File: src/twps_div.sv
// Pipelined restoring divider, one quotient bit per register stage.
// Used by the textured wall pixel shader for the texel row and the shading scale.
module twps_div #(
  parameter int DEN_W = 17,
  parameter int STEPS = 8,
  parameter int QUO_W = 8
) (
  input  logic             clk,
  input  logic [DEN_W-1:0] num_hi,
  input  logic [STEPS-1:0] num_lo,
  input  logic [DEN_W-1:0] den,
  output logic [QUO_W-1:0] quo
);

  logic [DEN_W-1:0] rem_r [STEPS];
  logic [STEPS-1:0] lo_r  [STEPS];
  logic [DEN_W-1:0] den_r [STEPS];
  logic [QUO_W-1:0] q_r   [STEPS];

  for (genvar s = 0; s < STEPS; s++) begin : g_step
    logic [DEN_W-1:0] rem_in;
    logic [DEN_W-1:0] den_in;
    logic [STEPS-1:0] lo_in;
    logic [QUO_W-1:0] q_in;
    logic [DEN_W:0]   trial;
    logic [DEN_W:0]   diff;
    logic             ge;
    logic [QUO_W:0]   q_sh;
    logic [DEN_W-1:0] rem_nxt;

    if (s == 0) begin : g_first
      assign rem_in = num_hi;
      assign lo_in  = num_lo;
      assign den_in = den;
      assign q_in   = '0;
    end else begin : g_next
      assign rem_in = rem_r[s-1];
      assign lo_in  = lo_r[s-1];
      assign den_in = den_r[s-1];
      assign q_in   = q_r[s-1];
    end

    // bring down one dividend bit, subtract when it fits
    assign trial   = {rem_in, lo_in[STEPS-1]};
    assign ge      = trial >= {1'b0, den_in};
    assign diff    = trial - {1'b0, den_in};
    assign rem_nxt = ge ? diff[DEN_W-1:0] : trial[DEN_W-1:0];
    assign q_sh    = {q_in, ge};

    always_ff @(posedge clk) begin
      rem_r[s] <= rem_nxt;
      lo_r[s]  <= lo_in << 1;
      den_r[s] <= den_in;
      q_r[s]   <= q_sh[QUO_W-1:0];
    end
  end

  assign quo = q_r[STEPS-1];

endmodule

File: config.mk
export PLATFORM = sky130hd
export DESIGN_NAME = twps_div
export DESIGN_NICKNAME = d
export VERILOG_FILES = /design/src/twps_div.sv
export SDC_FILE = /design/constraint.sdc
export NUM_CORES = 1
export LEC_CHECK = 0
export BUFFER_PORTS_ARGS = -buffer_cell sky130_fd_sc_hd__buf_2
export CELL_PAD_IN_SITES_DETAIL_PLACEMENT = 0
export CELL_PAD_IN_SITES_GLOBAL_PLACEMENT = 1
export CORE_MARGIN = 3
export CORE_UTILIZATION = 35
export CTS_BUF_LIST = sky130_fd_sc_hd__clkbuf_16
export DETAILED_ROUTE_END_ITERATION = 10
export PLACE_DENSITY_LB_ADDON = 0.25
export SLEW_MARGIN = 5
export SYNTH_ARGS = -nofsm -noshare
export SYNTH_HDL_FRONTEND = slang
export SYNTH_SLANG_ARGS = --single-unit
export TNS_END_PERCENT = 5
File: constraint.sdc
create_clock -name clk -period 4.04 [get_ports clk]
set_clock_uncertainty 0.15 [all_clocks]
set_input_delay 0.808 -clock clk [delete_from_list [all_inputs] [get_ports clk]]
set_output_delay 0.808 -clock clk [all_outputs]
set_load 0.02 [all_outputs]
* Word level (Yosys, flattened, before mapping)
Memory sizes are Yosys's and may differ from the RTL's.
Cells that the tools add are included.
** Storage, ports and cells
- Memories :: 4
- Word-level logic and storage cells :: 28
- Output and inout port bits :: 8
- Bits of input ports :: 43
- Flip-flop bits (word level) :: 0
- Bits in writable memories :: 392
** Memory list
- den_r :: depth 8, bits a word 17, read ports 7, clocked after Yosys merged registers in 0, write ports 8, RTL line 17 : logic [DEN_W-1:0] den_r [STEPS];
- rem_r :: depth 8, bits a word 17, read ports 7, clocked after Yosys merged registers in 0, write ports 8, RTL line 15 : logic [DEN_W-1:0] rem_r [STEPS];
- q_r :: depth 8, bits a word 8, read ports 8, clocked after Yosys merged registers in 0, write ports 8, RTL line 18 : logic [QUO_W-1:0] q_r [STEPS];
- lo_r :: depth 8, bits a word 7, read ports 7, clocked after Yosys merged registers in 0, write ports 8, RTL line 16 : logic [STEPS-1:0] lo_r [STEPS];
** Cells by class
- Multiplexer cells :: 8
- $lt $le $gt $ge :: 8
- Add/sub/neg operators :: 8
** Operators with widths (number)
- 18-bit by 17-bit greater-or-equal comparator with 1-bit output :: 8
- 17-bit 2-to-1 mux :: 8
- 17-bit subtractor :: 8

* Longest topological paths before layout
Gate-level depths: netlist of run 1.
An unclocked memory read counts as a cell.
- Depth after elaboration :: 3
- Gate-level depth with buffers :: 13
- Mapped depth without buffers :: 12

* Least setup slack after synthesis of run 1
No wires, ideal clock.
- Path type :: in2reg
- From :: input num_lo[7]
- To :: memory rem_r[0][16]
- Path slack :: 0.978 ns
- Cell stages on the path :: 11
- Required time :: 3.769 ns
- Arrival time :: 2.791 ns
- Buffers on the path :: 0
- Library setup time :: 0.121 ns
- Cells stage by stage :: inv_1 > ha_1 > inv_1 > fa_1 > a211o_1 > a21oi_1 > o2111ai_1 > a31o_2 > a21oi_1 > xnor2_1 > mux2_2
** RTL lines
- from (decl) :: RTL line 10 : input logic [STEPS-1:0] num_lo,
- to (decl) :: RTL line 15

==> results of run 1 <==
==> final cells by class <==
cell class                 instances  area, sq um
fill                            3882        23130
timing repair buffer              57        302.8
tap                              518        648.1
inverter                         181        686.9
sequential                       302         6046
clock buffer                      36        900.9
multi-input combinational        914         7118
clock inverter                    28        176.4
==> power breakdown <==
part / total (mW) / switching (mW) / leakage, nW / internal, mW
combinational: 6.03 / 3.08 / 4.21 / 2.95
sequential: 4.23 / 0.395 / 2.55 / 3.84
clock: 2.91 / 1.22 / 0.552 / 1.69
total: 13.2 / 4.69 / 7.31 / 8.48
==> worst max-delay path: cells and delay by family (launching register included) <==
kind,cells,cell delay (ns)
AOI/OAI and AO/OA,6,1.93
adders and majority gates,2,0.58
and+or+nand+nor,1,0.17
buffers and inverters,1,0.05
DFF,1,0.36
==> registers in the layout, indices dropped and copies added, names as in the netlist <==
| signal | flops |
|---|---|
| rem_r | 119 |
| q_r | 36 |
| lo_r | 28 |
| den_r | 119 |
==> worst paths after layout <==
path / end / slack [ns]
worst max-delay path: rem_r[2][16]$_DFF_P_ / 0.70
worst min-delay path: lo_r[1][4]$_DFF_P_ / 0.17
worst max register to register: rem_r[2][16]$_DFF_P_ / 0.70
worst min register to register: lo_r[1][4]$_DFF_P_ / 0.17
==> through the flow <==
step	utilization	instance area (sq um)
3_5_place_dp	0.3795	14800
3_3_place_gp	0.3795	14800
5_1_grt	0.4071	15880
4_1_cts	0.4071	15880
6_report	0.4071	15880
2_1_floorplan	-	13950
==> kinds of logic (layout without fill, tap and decap cells) <==
| group | Yosys count | count (layout) | synth area share |
|---|---|---|---|
| buffers and inverters | 196 | 302 | 0.05658 |
| xor gates and xnor gates | 85 | 85 | 0.05335 |
| AOI/OAI and AO/OA | 339 | 339 | 0.1610 |
| muxes | 74 | 74 | 0.06358 |
| DFF | 302 | 302 | 0.4333 |
| adders and majority gates | 143 | 143 | 0.1320 |
| and+or+nand+nor | 273 | 273 | 0.1002 |
==> cell usage after synthesis, types with 19 or more instances <==
cell      instances
dfxtp_1         302
inv_1           176
ha_1            136
a21oi_1         100
nor2_1           84
xnor2_1          59
o21ai_0          56
mux2_2           53
a21o_1           38
nor3_1           38
nand2_1          34
nand3_1          26
xor2_1           26
o21bai_1         20
nand4_1          19
==> metal layers <==
layer  GRT usage  routed length, microns  share of wire
met1      0.1496                   12240           0.43
met2      0.2580                   14510           0.50
met3     0.02658                     944          0.033
met4     0.05882                    1080          0.038
met5           0                       0              0
==> run_summary.xml, run 1 <==
<?xml version="1.0" encoding="UTF-8"?>
<metrics>
  <group name="outcome">
    <metric name="status" unit="">completed</metric>
  </group>
  <group name="global_route">
    <metric name="first_pass_grt_wire_length" unit="microns">47530</metric>
    <metric name="first_global_vias" unit="">10170</metric>
    <metric name="antenna_violations_before_repair" unit="">0</metric>
    <metric name="overflow" unit="">0</metric>
    <metric name="globalRouteTotalUtil" unit="">0.1375</metric>
    <metric name="grt_start_max_net_pins" unit="">29</metric>
  </group>
  <group name="detailed_routing">
    <metric name="first_pass_detailed_route_iteration_total" unit="">5</metric>
    <metric name="wl_per_cell" unit="microns">14.13</metric>
    <metric name="dr.first_iter.drc_count" unit="">462</metric>
    <metric name="vias_per_cell" unit="">4.829</metric>
    <metric name="drt_drc_violations_left" unit="">0</metric>
    <metric name="dr_total_vias" unit="">9832</metric>
    <metric name="drt_wl_total" unit="microns">28780</metric>
    <metric name="ant_nets" unit="">0</metric>
  </group>
  <group name="place">
    <metric name="pre_cts_ws" unit="ns">0.4226</metric>
    <metric name="dp_cells" unit="">1972</metric>
    <metric name="place_congestion" unit="">0.8778</metric>
    <metric name="hpwlAfterDp" unit="microns">22820</metric>
    <metric name="io_buffers" unit="">50</metric>
  </group>
  <group name="yosys">
    <metric name="yosysTopAreaCell" unit="">dfxtp_1</metric>
    <metric name="synth_seq_cells" unit="">302</metric>
    <metric name="mapped_area" unit="sq mm">0.01395</metric>
    <metric name="async_reset_ff_frac" unit="">0</metric>
    <metric name="ys_warn_count" unit="">0</metric>
    <metric name="syn_avg_cell_area" unit="sq um">9.882</metric>
    <metric name="yosysSeqAreaShare" unit="">0.4333</metric>
    <metric name="synth.area.top_cells" unit="">dfxtp_1, ha_1, inv_1, mux2_2, xnor2_1</metric>
    <metric name="yosys_most_used_dff" unit="">dfxtp_1</metric>
    <metric name="synthesis.nets" unit="">1598</metric>
    <metric name="post-synth-top-area-fraction" unit="">0.4333</metric>
    <metric name="number_of_flops_mapped_to_enable_cells_by_yosys" unit="">0</metric>
    <metric name="synth.distinct_cells" unit="">85</metric>
    <metric name="synthCells" unit="">1412</metric>
  </group>
  <group name="power">
    <metric name="cellPowerDensity" unit="mW/mm^2">829.4</metric>
    <metric name="cellLeakagePower" unit="nW">7.311</metric>
    <metric name="ir_worst_vdd" unit="uV">303.7</metric>
    <metric name="p_total" unit="mW">13.17</metric>
  </group>
  <group name="critical_path">
    <metric name="crit_start" unit="">den_r[1][0]$_DFF_P_</metric>
    <metric name="timing_worst_setup_path_type" unit="">reg -&gt; reg</metric>
    <metric name="cp_slowest_stage_delay" unit="ns">0.64</metric>
    <metric name="worstPathMaxFanout" unit="">3</metric>
    <metric name="worstRegToRegCells" unit="">10</metric>
    <metric name="critical_path_required" unit="ns">4.32</metric>
    <metric name="timing.rr.start" unit="">den_r[1][0]$_DFF_P_</metric>
    <metric name="crit_path_start_kind" unit="">flop</metric>
    <metric name="critPathArrivalTime" unit="ns">3.62</metric>
    <metric name="critPathCaptureType" unit="">flop</metric>
    <metric name="critical_path.slowest_cell" unit="">a2111oi_1</metric>
    <metric name="cp_cell_sequence" unit="">ha_1, inv_1, fa_1, a21o_1, a21oi_1, o21ai_0, a2111oi_1, nor3_1, o31a_1, o31ai_1</metric>
  </group>
  <group name="floorplanning">
    <metric name="ports_placed_on_the_boundary" unit="">51</metric>
    <metric name="vertical_die_dimension" unit="microns">205.7</metric>
    <metric name="fp.coreArea" unit="sq mm">0.03901</metric>
    <metric name="rows" unit="">72</metric>
    <metric name="die_area" unit="sq mm">0.04230</metric>
    <metric name="effective_utilization_at_floorplan" unit="">0.3577</metric>
    <metric name="fp.dieW" unit="microns">205.7</metric>
  </group>
  <group name="cells_and_area">
    <metric name="syn2layout_area_growth" unit="%">13.80</metric>
    <metric name="finish.net_count" unit="">1677</metric>
    <metric name="finish.cell_count_without_fillers" unit="">2036</metric>
    <metric name="diodes" unit="">0</metric>
    <metric name="mostFrequentLayoutCells" unit="">dfxtp_1, inv_1, ha_1</metric>
    <metric name="layout_commonest_cell" unit="">dfxtp_1</metric>
    <metric name="final_layout_size_suffix_gt1_frac" unit="">0.1423</metric>
  </group>
  <group name="hold_path">
    <metric name="min_path_cells" unit="">0</metric>
    <metric name="worstHoldStart" unit="">lo_r[0][3]$_DFF_P_</metric>
    <metric name="hold_crit_path_type" unit="">reg -&gt; reg</metric>
  </group>
  <group name="timing">
    <metric name="final-setup-viol-count" unit="">0</metric>
    <metric name="tightestPinTransition" unit="ns">0.7666</metric>
    <metric name="rsz0062_at_grt" unit="">false</metric>
    <metric name="layout_worst_path_cycle_share" unit="">0.8271</metric>
    <metric name="report.final.hold_viol_count" unit="">0</metric>
    <metric name="timing.slew.headroom" unit="">0.4817</metric>
    <metric name="timing.hold.ws" unit="ns">0.1672</metric>
    <metric name="clock.fmax" unit="GHz">0.2993</metric>
    <metric name="period_minus_slack" unit="ns">3.341</metric>
    <metric name="timing_max_transition_violations_final" unit="">0</metric>
    <metric name="post-route-worst-setup-slack" unit="ns">0.6985</metric>
    <metric name="setup_tns" unit="ns">0</metric>
  </group>
  <group name="clock_tree">
    <metric name="cts-hold-fix-buffers" unit="">0</metric>
    <metric name="post-cts-setup-buffer-count" unit="">0</metric>
    <metric name="cts_root_buffer" unit="">clkbuf_16</metric>
    <metric name="cts_buffer_depth" unit="">3</metric>
    <metric name="tritoncts" unit="">done</metric>
    <metric name="clkSlewWorstSetupHoldPaths" unit="ns">0.06</metric>
    <metric name="cts-htree-levels" unit="">2</metric>
    <metric name="cts_sinks" unit="">302</metric>
    <metric name="count_of_cells_resized_by_post_cts_repair" unit="">0</metric>
    <metric name="worst_skew_pair.late_latency" unit="ns">0.53</metric>
    <metric name="tritoncts.num_buffers" unit="">35</metric>
  </group>
  <group name="job">
    <metric name="max_cap_check_violation_count" unit="">0</metric>
  </group>
</metrics>
Power figures use the tool's default switching activity.
==> run 2: changes to the inputs <==
==> constraint.sdc (replaced) <==
create_clock -name clk -period 3.3 [get_ports clk]
set_clock_uncertainty 0.15 [all_clocks]
set_input_delay 0.66 -clock clk [delete_from_list [all_inputs] [get_ports clk]]
set_output_delay 0.66 -clock clk [all_outputs]
set_load 0.02 [all_outputs]
==> run 2 against run 1 <==
Against the previous run: die area unchanged; total power is 26% higher; maximum frequency rose by 10%; register-to-register slack lost 0.43 ns; sequential cell count unchanged; combinational power rose by 26%; non-clock buffer count grew 30.
==> run_summary.xml, run 2 (synthesis results as in run 1) <==
<?xml version="1.0" encoding="UTF-8"?>
<metrics>
  <group name="timing">
    <metric name="rsz0062_at_grt" unit="">false</metric>
    <metric name="timing.slew.headroom" unit="">0.5856</metric>
    <metric name="tightestPinTransition" unit="ns">0.6059</metric>
    <metric name="post-route-worst-setup-slack" unit="ns">0.2691</metric>
    <metric name="layout_worst_path_cycle_share" unit="">0.9185</metric>
    <metric name="period_minus_slack" unit="ns">3.031</metric>
    <metric name="setup_tns" unit="ns">0</metric>
    <metric name="clock.fmax" unit="GHz">0.3299</metric>
    <metric name="final-setup-viol-count" unit="">0</metric>
    <metric name="timing_max_transition_violations_final" unit="">0</metric>
    <metric name="report.final.hold_viol_count" unit="">0</metric>
  </group>
  <group name="global_route">
    <metric name="first_global_vias" unit="">10190</metric>
    <metric name="first_pass_grt_wire_length" unit="microns">47620</metric>
    <metric name="overflow" unit="">0</metric>
    <metric name="grt_start_max_net_pins" unit="">20</metric>
    <metric name="globalRouteTotalUtil" unit="">0.1374</metric>
    <metric name="antenna_violations_before_repair" unit="">0</metric>
  </group>
  <group name="power">
    <metric name="cellPowerDensity" unit="mW/mm^2">1021</metric>
    <metric name="ir_worst_vdd" unit="uV">335.6</metric>
    <metric name="p_total" unit="mW">16.54</metric>
    <metric name="cellLeakagePower" unit="nW">7.482</metric>
  </group>
  <group name="detailed_routing">
    <metric name="first_pass_detailed_route_iteration_total" unit="">4</metric>
    <metric name="drt_drc_violations_left" unit="">0</metric>
    <metric name="drt_wl_total" unit="microns">28780</metric>
    <metric name="dr_total_vias" unit="">9852</metric>
    <metric name="dr.first_iter.drc_count" unit="">406</metric>
    <metric name="wl_per_cell" unit="microns">13.92</metric>
    <metric name="ant_nets" unit="">0</metric>
    <metric name="vias_per_cell" unit="">4.764</metric>
  </group>
  <group name="cells_and_area">
    <metric name="syn2layout_area_growth" unit="%">16.18</metric>
    <metric name="final_layout_size_suffix_gt1_frac" unit="">0.1581</metric>
    <metric name="mostFrequentLayoutCells" unit="">dfxtp_1, inv_1, ha_1</metric>
    <metric name="diodes" unit="">0</metric>
    <metric name="fillerInstances" unit="">3854</metric>
    <metric name="finish.cell_count_without_fillers" unit="">2068</metric>
    <metric name="finish.net_count" unit="">1708</metric>
    <metric name="final_core_utilization" unit="">0.4156</metric>
    <metric name="registers_with_the_most_flip_flops" unit="">den_r (119), rem_r (119), q_r (36)</metric>
    <metric name="layout_commonest_cell" unit="">dfxtp_1</metric>
  </group>
  <group name="clock_tree">
    <metric name="tritoncts" unit="">done</metric>
    <metric name="cts-htree-levels" unit="">2</metric>
    <metric name="worst_skew_pair.late_latency" unit="ns">0.52</metric>
    <metric name="cts-hold-fix-buffers" unit="">0</metric>
    <metric name="cts_buffer_depth" unit="">3</metric>
    <metric name="cts_sinks" unit="">302</metric>
    <metric name="clkSlewWorstSetupHoldPaths" unit="ns">0.05</metric>
    <metric name="cts_root_buffer" unit="">clkbuf_16</metric>
    <metric name="tritoncts.num_buffers" unit="">36</metric>
  </group>
  <group name="floorplanning">
    <metric name="rows" unit="">72</metric>
    <metric name="ports_placed_on_the_boundary" unit="">51</metric>
    <metric name="die_area" unit="sq mm">0.04230</metric>
    <metric name="fp.dieW" unit="microns">205.7</metric>
    <metric name="fp.coreArea" unit="sq mm">0.03901</metric>
    <metric name="vertical_die_dimension" unit="microns">205.7</metric>
    <metric name="effective_utilization_at_floorplan" unit="">0.3577</metric>
  </group>
  <group name="place">
    <metric name="dp_cells" unit="">2000</metric>
    <metric name="io_buffers" unit="">50</metric>
    <metric name="hpwlAfterDp" unit="microns">22810</metric>
    <metric name="pre_cts_ws" unit="ns">0.03031</metric>
    <metric name="place_congestion" unit="">0.8852</metric>
  </group>
  <group name="critical_path">
    <metric name="crit_start" unit="">den_r[0][0]$_DFF_P_</metric>
    <metric name="worstPathMaxFanout" unit="">3</metric>
    <metric name="timing.rr.start" unit="">den_r[0][0]$_DFF_P_</metric>
    <metric name="cp_cell_sequence" unit="">ha_1, inv_1, fa_1, a211oi_1, o21ai_0, a31oi_1, buf_4, nor3_1, o41ai_1, xnor2_1, mux2_2</metric>
    <metric name="reg2reg_setup_slack" unit="ns">0.27</metric>
    <metric name="critical_path.endpoint" unit="">rem_r[1][16]$_DFF_P_</metric>
    <metric name="crit-reg2reg-capture" unit="">rem_r[1][16]$_DFF_P_</metric>
    <metric name="crit_path_start_kind" unit="">flop</metric>
    <metric name="worstRegToRegCells" unit="">11</metric>
    <metric name="cp_slowest_stage_delay" unit="ns">0.42</metric>
    <metric name="critical_path_required" unit="ns">3.55</metric>
    <metric name="critical_path.slowest_cell" unit="">fa_1</metric>
    <metric name="critPathCaptureType" unit="">flop</metric>
    <metric name="critPathArrivalTime" unit="ns">3.28</metric>
    <metric name="timing_worst_setup_path_type" unit="">reg -&gt; reg</metric>
  </group>
  <group name="outcome">
    <metric name="status" unit="">completed</metric>
  </group>
  <group name="hold_path">
    <metric name="hold_crit_path_type" unit="">in -&gt; reg</metric>
  </group>
  <group name="job">
    <metric name="max_cap_check_violation_count" unit="">0</metric>
  </group>
</metrics>
-- run 2: metal layers --
metal	wire length, microns	share of wire	vias up	track usage
met1	12440	0.43	4481	0.1520
met3	954	0.033	74	0.02579
met5	0	0	-	0
met2	14250	0.50	141	0.2553
li1	-	-	5156	-
met4	1139	0.040	0	0.05882
-- run 2: worst max-delay path: cells and delay by family, from the launching register on --
family          cells  cell delay (ns)
compound gates      4             1.14
fa+ha+maj           2             0.60
flops               1             0.37
mux                 1             0.26
buf+inv             2             0.21
xor+xnor            1             0.11
simple gates        1             0.07
-- run 2: final cells by class --
class	instances	area, sq um	share of cell area
multi-input cells	914	7123	0.4394
flip-flops and latches	302	6046	0.3730
clock buffers	38	950.9	0.05866
inverters	181	686.9	0.04237
well taps	518	648.1	0.03998
repair buffers	87	565.5	0.03489
clock inverters	28	190.2	0.01173
-- run 2: worst min path at each step --
stage / startpoint / to / slack [ns] / cells after the start
floorplan: lo_r[0][0]$_DFF_P_ / lo_r[1][1]$_DFF_P_ / 0.16 / 0
global placement: q_r[1][16]$_DFF_P_ / q_r[1][25]$_DFF_P_ / 0.16 / 0
detailed placement: lo_r[1][4]$_DFF_P_ / lo_r[2][5]$_DFF_P_ / 0.16 / 0
CTS: num_lo[5] / lo_r[0][5]$_DFF_P_ / 0.06 / 1
global route: num_lo[0] / lo_r[0][0]$_DFF_P_ / 0.06 / 1
finish: num_lo[2] / lo_r[0][2]$_DFF_P_ / 0.09 / 1
-- run 2: through the flow --
stage | cell area [sq um] | hold WS [ns]
after CTS | 16180 | 0.05501
after detailed placement | 15040 | 0.1621
after global routing | 16210 | 0.06493
after global placement | 15040 | 0.1612
after floorplan | 13950 | 0.1596
final | 16210 | 0.08683
-- run 2: what timing repair did --
| item | CTS | global route |
|---|---|---|
| setup buffers | 0 | 2 |
| resized for setup | 0 | 2 |
| setup endpoints to repair | 0 | 27 |
-- run 2: report_power, final --
part / total [mW] / switching, mW / internal (mW)
logic: 7.62 / 3.80 / 3.82
clock network: 3.73 / 1.49 / 2.24
registers: 5.19 / 0.491 / 4.70
total: 16.5 / 5.79 / 10.8
==> run 3: changes to the inputs <==
--- a/config.mk
+++ b/config.mk
@@ -5,6 +5,7 @@
 export SDC_FILE = /design/constraint.sdc
 export NUM_CORES = 1
 export LEC_CHECK = 0
+export ABC_CLOCK_PERIOD_IN_PS = 3300
 export BUFFER_PORTS_ARGS = -buffer_cell sky130_fd_sc_hd__buf_2
 export CELL_PAD_IN_SITES_DETAIL_PLACEMENT = 0
 export CELL_PAD_IN_SITES_GLOBAL_PLACEMENT = 1
@@ -12,7 +13,8 @@
 export CORE_UTILIZATION = 35
 export CTS_BUF_LIST = sky130_fd_sc_hd__clkbuf_16
 export DETAILED_ROUTE_END_ITERATION = 10
-export PLACE_DENSITY_LB_ADDON = 0.25
+export GPL_ROUTABILITY_DRIVEN = 0
+export PLACE_DENSITY_LB_ADDON = 0.1
 export SLEW_MARGIN = 5
 export SYNTH_ARGS = -nofsm -noshare
 export SYNTH_HDL_FRONTEND = slang
==> run 3 against run 2 <==
Against the previous run: clock power increased by 8.6%; utilization increased by 0.33 points; critical path depth unchanged; sequential power about the same; count of clock-buffer cells in the layout unchanged; register-to-register slack got worse by 0.09 ns; setup slack got worse by 0.088 ns; cell count about the same; wire length increased by 5.0%; critical endpoint is now rem_r[3][4]$_DFF_P_; largest cell class unchanged.
==> run_summary.xml, run 3 (synthesis results as in run 1) <==
<?xml version="1.0" encoding="UTF-8"?>
<metrics>
  <group name="outcome">
    <metric name="status" unit="">completed</metric>
  </group>
  <group name="clock_tree">
    <metric name="cts-htree-levels" unit="">2</metric>
    <metric name="cts-hold-fix-buffers" unit="">0</metric>
    <metric name="cts_buffer_depth" unit="">3</metric>
    <metric name="worst_skew_pair.late_latency" unit="ns">0.54</metric>
    <metric name="cts_sinks" unit="">302</metric>
    <metric name="tritoncts.num_buffers" unit="">37</metric>
    <metric name="clkSlewWorstSetupHoldPaths" unit="ns">0.06</metric>
    <metric name="tritoncts" unit="">done</metric>
    <metric name="cts_root_buffer" unit="">clkbuf_16</metric>
    <metric name="post-cts-setup-buffer-count" unit="">0</metric>
  </group>
  <group name="detailed_routing">
    <metric name="vias_per_cell" unit="">4.773</metric>
    <metric name="ant_nets" unit="">0</metric>
    <metric name="wl_per_cell" unit="microns">14.60</metric>
    <metric name="drt_wl_total" unit="microns">30220</metric>
    <metric name="first_pass_detailed_route_iteration_total" unit="">5</metric>
    <metric name="dr_total_vias" unit="">9881</metric>
    <metric name="drt_drc_violations_left" unit="">0</metric>
    <metric name="dr.first_iter.drc_count" unit="">443</metric>
  </group>
  <group name="power">
    <metric name="ir_worst_vdd" unit="uV">318.0</metric>
    <metric name="cellLeakagePower" unit="nW">7.530</metric>
    <metric name="cellPowerDensity" unit="mW/mm^2">1039</metric>
  </group>
  <group name="cells_and_area">
    <metric name="registers_with_the_most_flip_flops" unit="">den_r (119), rem_r (119), q_r (36)</metric>
    <metric name="finish.net_count" unit="">1711</metric>
    <metric name="syn2layout_area_growth" unit="%">17.11</metric>
    <metric name="mostFrequentLayoutCells" unit="">dfxtp_1, inv_1, ha_1</metric>
    <metric name="fillerInstances" unit="">3841</metric>
    <metric name="diodes" unit="">0</metric>
    <metric name="final_core_utilization" unit="">0.4189</metric>
    <metric name="final_layout_size_suffix_gt1_frac" unit="">0.1624</metric>
    <metric name="layout_commonest_cell" unit="">dfxtp_1</metric>
  </group>
  <group name="floorplanning">
    <metric name="ports_placed_on_the_boundary" unit="">51</metric>
    <metric name="vertical_die_dimension" unit="microns">205.7</metric>
    <metric name="rows" unit="">72</metric>
    <metric name="fp.coreArea" unit="sq mm">0.03901</metric>
    <metric name="effective_utilization_at_floorplan" unit="">0.3577</metric>
    <metric name="fp.dieW" unit="microns">205.7</metric>
    <metric name="die_area" unit="sq mm">0.04230</metric>
  </group>
  <group name="global_route">
    <metric name="first_pass_grt_wire_length" unit="microns">50280</metric>
    <metric name="grt_start_max_net_pins" unit="">20</metric>
    <metric name="antenna_violations_before_repair" unit="">0</metric>
    <metric name="overflow" unit="">0</metric>
    <metric name="first_global_vias" unit="">10360</metric>
    <metric name="globalRouteTotalUtil" unit="">0.1479</metric>
  </group>
  <group name="timing">
    <metric name="rsz0062_at_grt" unit="">false</metric>
    <metric name="clock.fmax" unit="GHz">0.3206</metric>
    <metric name="timing.slew.headroom" unit="">0.5001</metric>
    <metric name="report.final.hold_viol_count" unit="">0</metric>
    <metric name="tightestPinTransition" unit="ns">0.7453</metric>
    <metric name="final-setup-viol-count" unit="">0</metric>
    <metric name="setup_tns" unit="ns">0</metric>
    <metric name="period_minus_slack" unit="ns">3.119</metric>
    <metric name="layout_worst_path_cycle_share" unit="">0.9452</metric>
    <metric name="timing_max_transition_violations_final" unit="">0</metric>
  </group>
  <group name="place">
    <metric name="io_buffers" unit="">50</metric>
    <metric name="hpwlAfterDp" unit="microns">24110</metric>
  </group>
  <group name="critical_path">
    <metric name="critical_path_required" unit="ns">3.58</metric>
    <metric name="cp_num_buf_inv" unit="">2</metric>
    <metric name="critPathArrivalTime" unit="ns">3.40</metric>
    <metric name="timing.rr.start" unit="">lo_r[2][6]$_DFF_P_</metric>
    <metric name="cp_top_family" unit="">compound AO/OA/AOI/OAI gates</metric>
    <metric name="critical_path.slowest_cell" unit="">o21ai_4</metric>
    <metric name="cp_cell_sequence" unit="">inv_1, ha_1, inv_1, fa_1, a211oi_1, o21ai_0, a21oi_2, a2111oi_4, nor3b_2, o21ai_4, mux2_2</metric>
    <metric name="reg2reg_setup_slack" unit="ns">0.18</metric>
    <metric name="worstRegToRegCells" unit="">11</metric>
    <metric name="worstPathMaxFanout" unit="">18</metric>
    <metric name="critPathCaptureType" unit="">flop</metric>
    <metric name="crit_path_start_kind" unit="">flop</metric>
    <metric name="library_cell_appearing_most_often_on_the_critical_path" unit="">inv_1</metric>
    <metric name="crit-reg2reg-capture" unit="">rem_r[3][4]$_DFF_P_</metric>
    <metric name="timing_worst_setup_path_type" unit="">reg -&gt; reg</metric>
    <metric name="cp_slowest_stage_delay" unit="ns">0.56</metric>
  </group>
  <group name="hold_path">
    <metric name="hold_crit_path_type" unit="">in -&gt; reg</metric>
    <metric name="timing.hold.worst_endpoint" unit="">lo_r[0][0]$_DFF_P_</metric>
    <metric name="worstHoldStart" unit="">num_lo[0]</metric>
    <metric name="min_path_cells" unit="">1</metric>
  </group>
  <group name="job">
    <metric name="max_cap_check_violation_count" unit="">0</metric>
  </group>
</metrics>
==> run 3: cell types whose count changed in the layout (fill, tap and decap cells not counted), sizes merged <==
cell / previous run / this run
buf: 87 / 89
bufinv: 2 / 5
clkinv: 21 / 13
clkinvlp: 3 / 6
inv: 183 / 185
==> run 3: cell type report <==
| cell class | count | area (sq um) | share of cell area |
|---|---|---|---|
| Clock inverter | 28 | 287.8 | 0.01761 |
| Multi-Input combinational cell | 914 | 7141 | 0.4370 |
| Timing Repair Buffer | 89 | 580.6 | 0.03553 |
| Clock buffer | 38 | 950.9 | 0.05819 |
| Inverter | 181 | 686.9 | 0.04204 |
| Sequential cell | 302 | 6046 | 0.3700 |
| Tap cell | 518 | 648.1 | 0.03966 |
==> run 3: through the flow <==
step           cells  cell area (sq um)  setup WS, ns  power [mW]  hold WS (ns)
2_1_floorplan   1412              13950        0.3054       11.18        0.1596
5_1_grt         2070              16340       0.01654       18.33       0.04432
3_3_place_gp    2004              15080       0.07234       13.00        0.1596
6_report        2070              16340        0.1809       16.98       0.06811
3_5_place_dp    2004              15080       0.07113       13.03        0.1621
4_1_cts         2070              16320       0.04571       17.23       0.02986
==> run 3: routing by layer <==
metal	part of all wire	up-vias	wire length (microns)	global-route usage
li1	-	5165	-	-
met1	0.41	4529	12320	0.1563
met2	0.52	124	15730	0.2818
met3	0.032	63	965	0.02547
met4	0.040	0	1200	0.07078
met5	0	-	0	0
==> run 3: timing repair <==
item	4_1_cts	5_1_grt
endpoints found under the setup margin	0	25
gates resized for setup	0	3
hold endpoints to repair	0	0
==> run 3: how the worst max path moves through the flow <==
stage | cells after the start | slack [ns] | end | startpoint
floorplan | 12 | 0.31 | rem_r[4][10]$_DFF_P_ | lo_r[3][6]$_DFF_P_
global placement | 12 | 0.07 | rem_r[0][16]$_DFF_P_ | num_lo[7]
detailed placement | 11 | 0.07 | rem_r[3][4]$_DFF_P_ | lo_r[2][6]$_DFF_P_
CTS | 11 | 0.05 | rem_r[3][16]$_DFF_P_ | lo_r[2][6]$_DFF_P_
global route | 12 | 0.02 | rem_r[2][16]$_DFF_P_ | lo_r[1][6]$_DFF_P_
finish | 11 | 0.18 | rem_r[3][4]$_DFF_P_ | lo_r[2][6]$_DFF_P_
==> run 3: power breakdown <==
| group | internal, mW | switching, mW |
|---|---|---|
| Combinational | 3.84 | 3.90 |
| Clock | 2.49 | 1.56 |
| Sequential | 4.70 | 0.495 |
| Total | 11.0 | 5.95 |
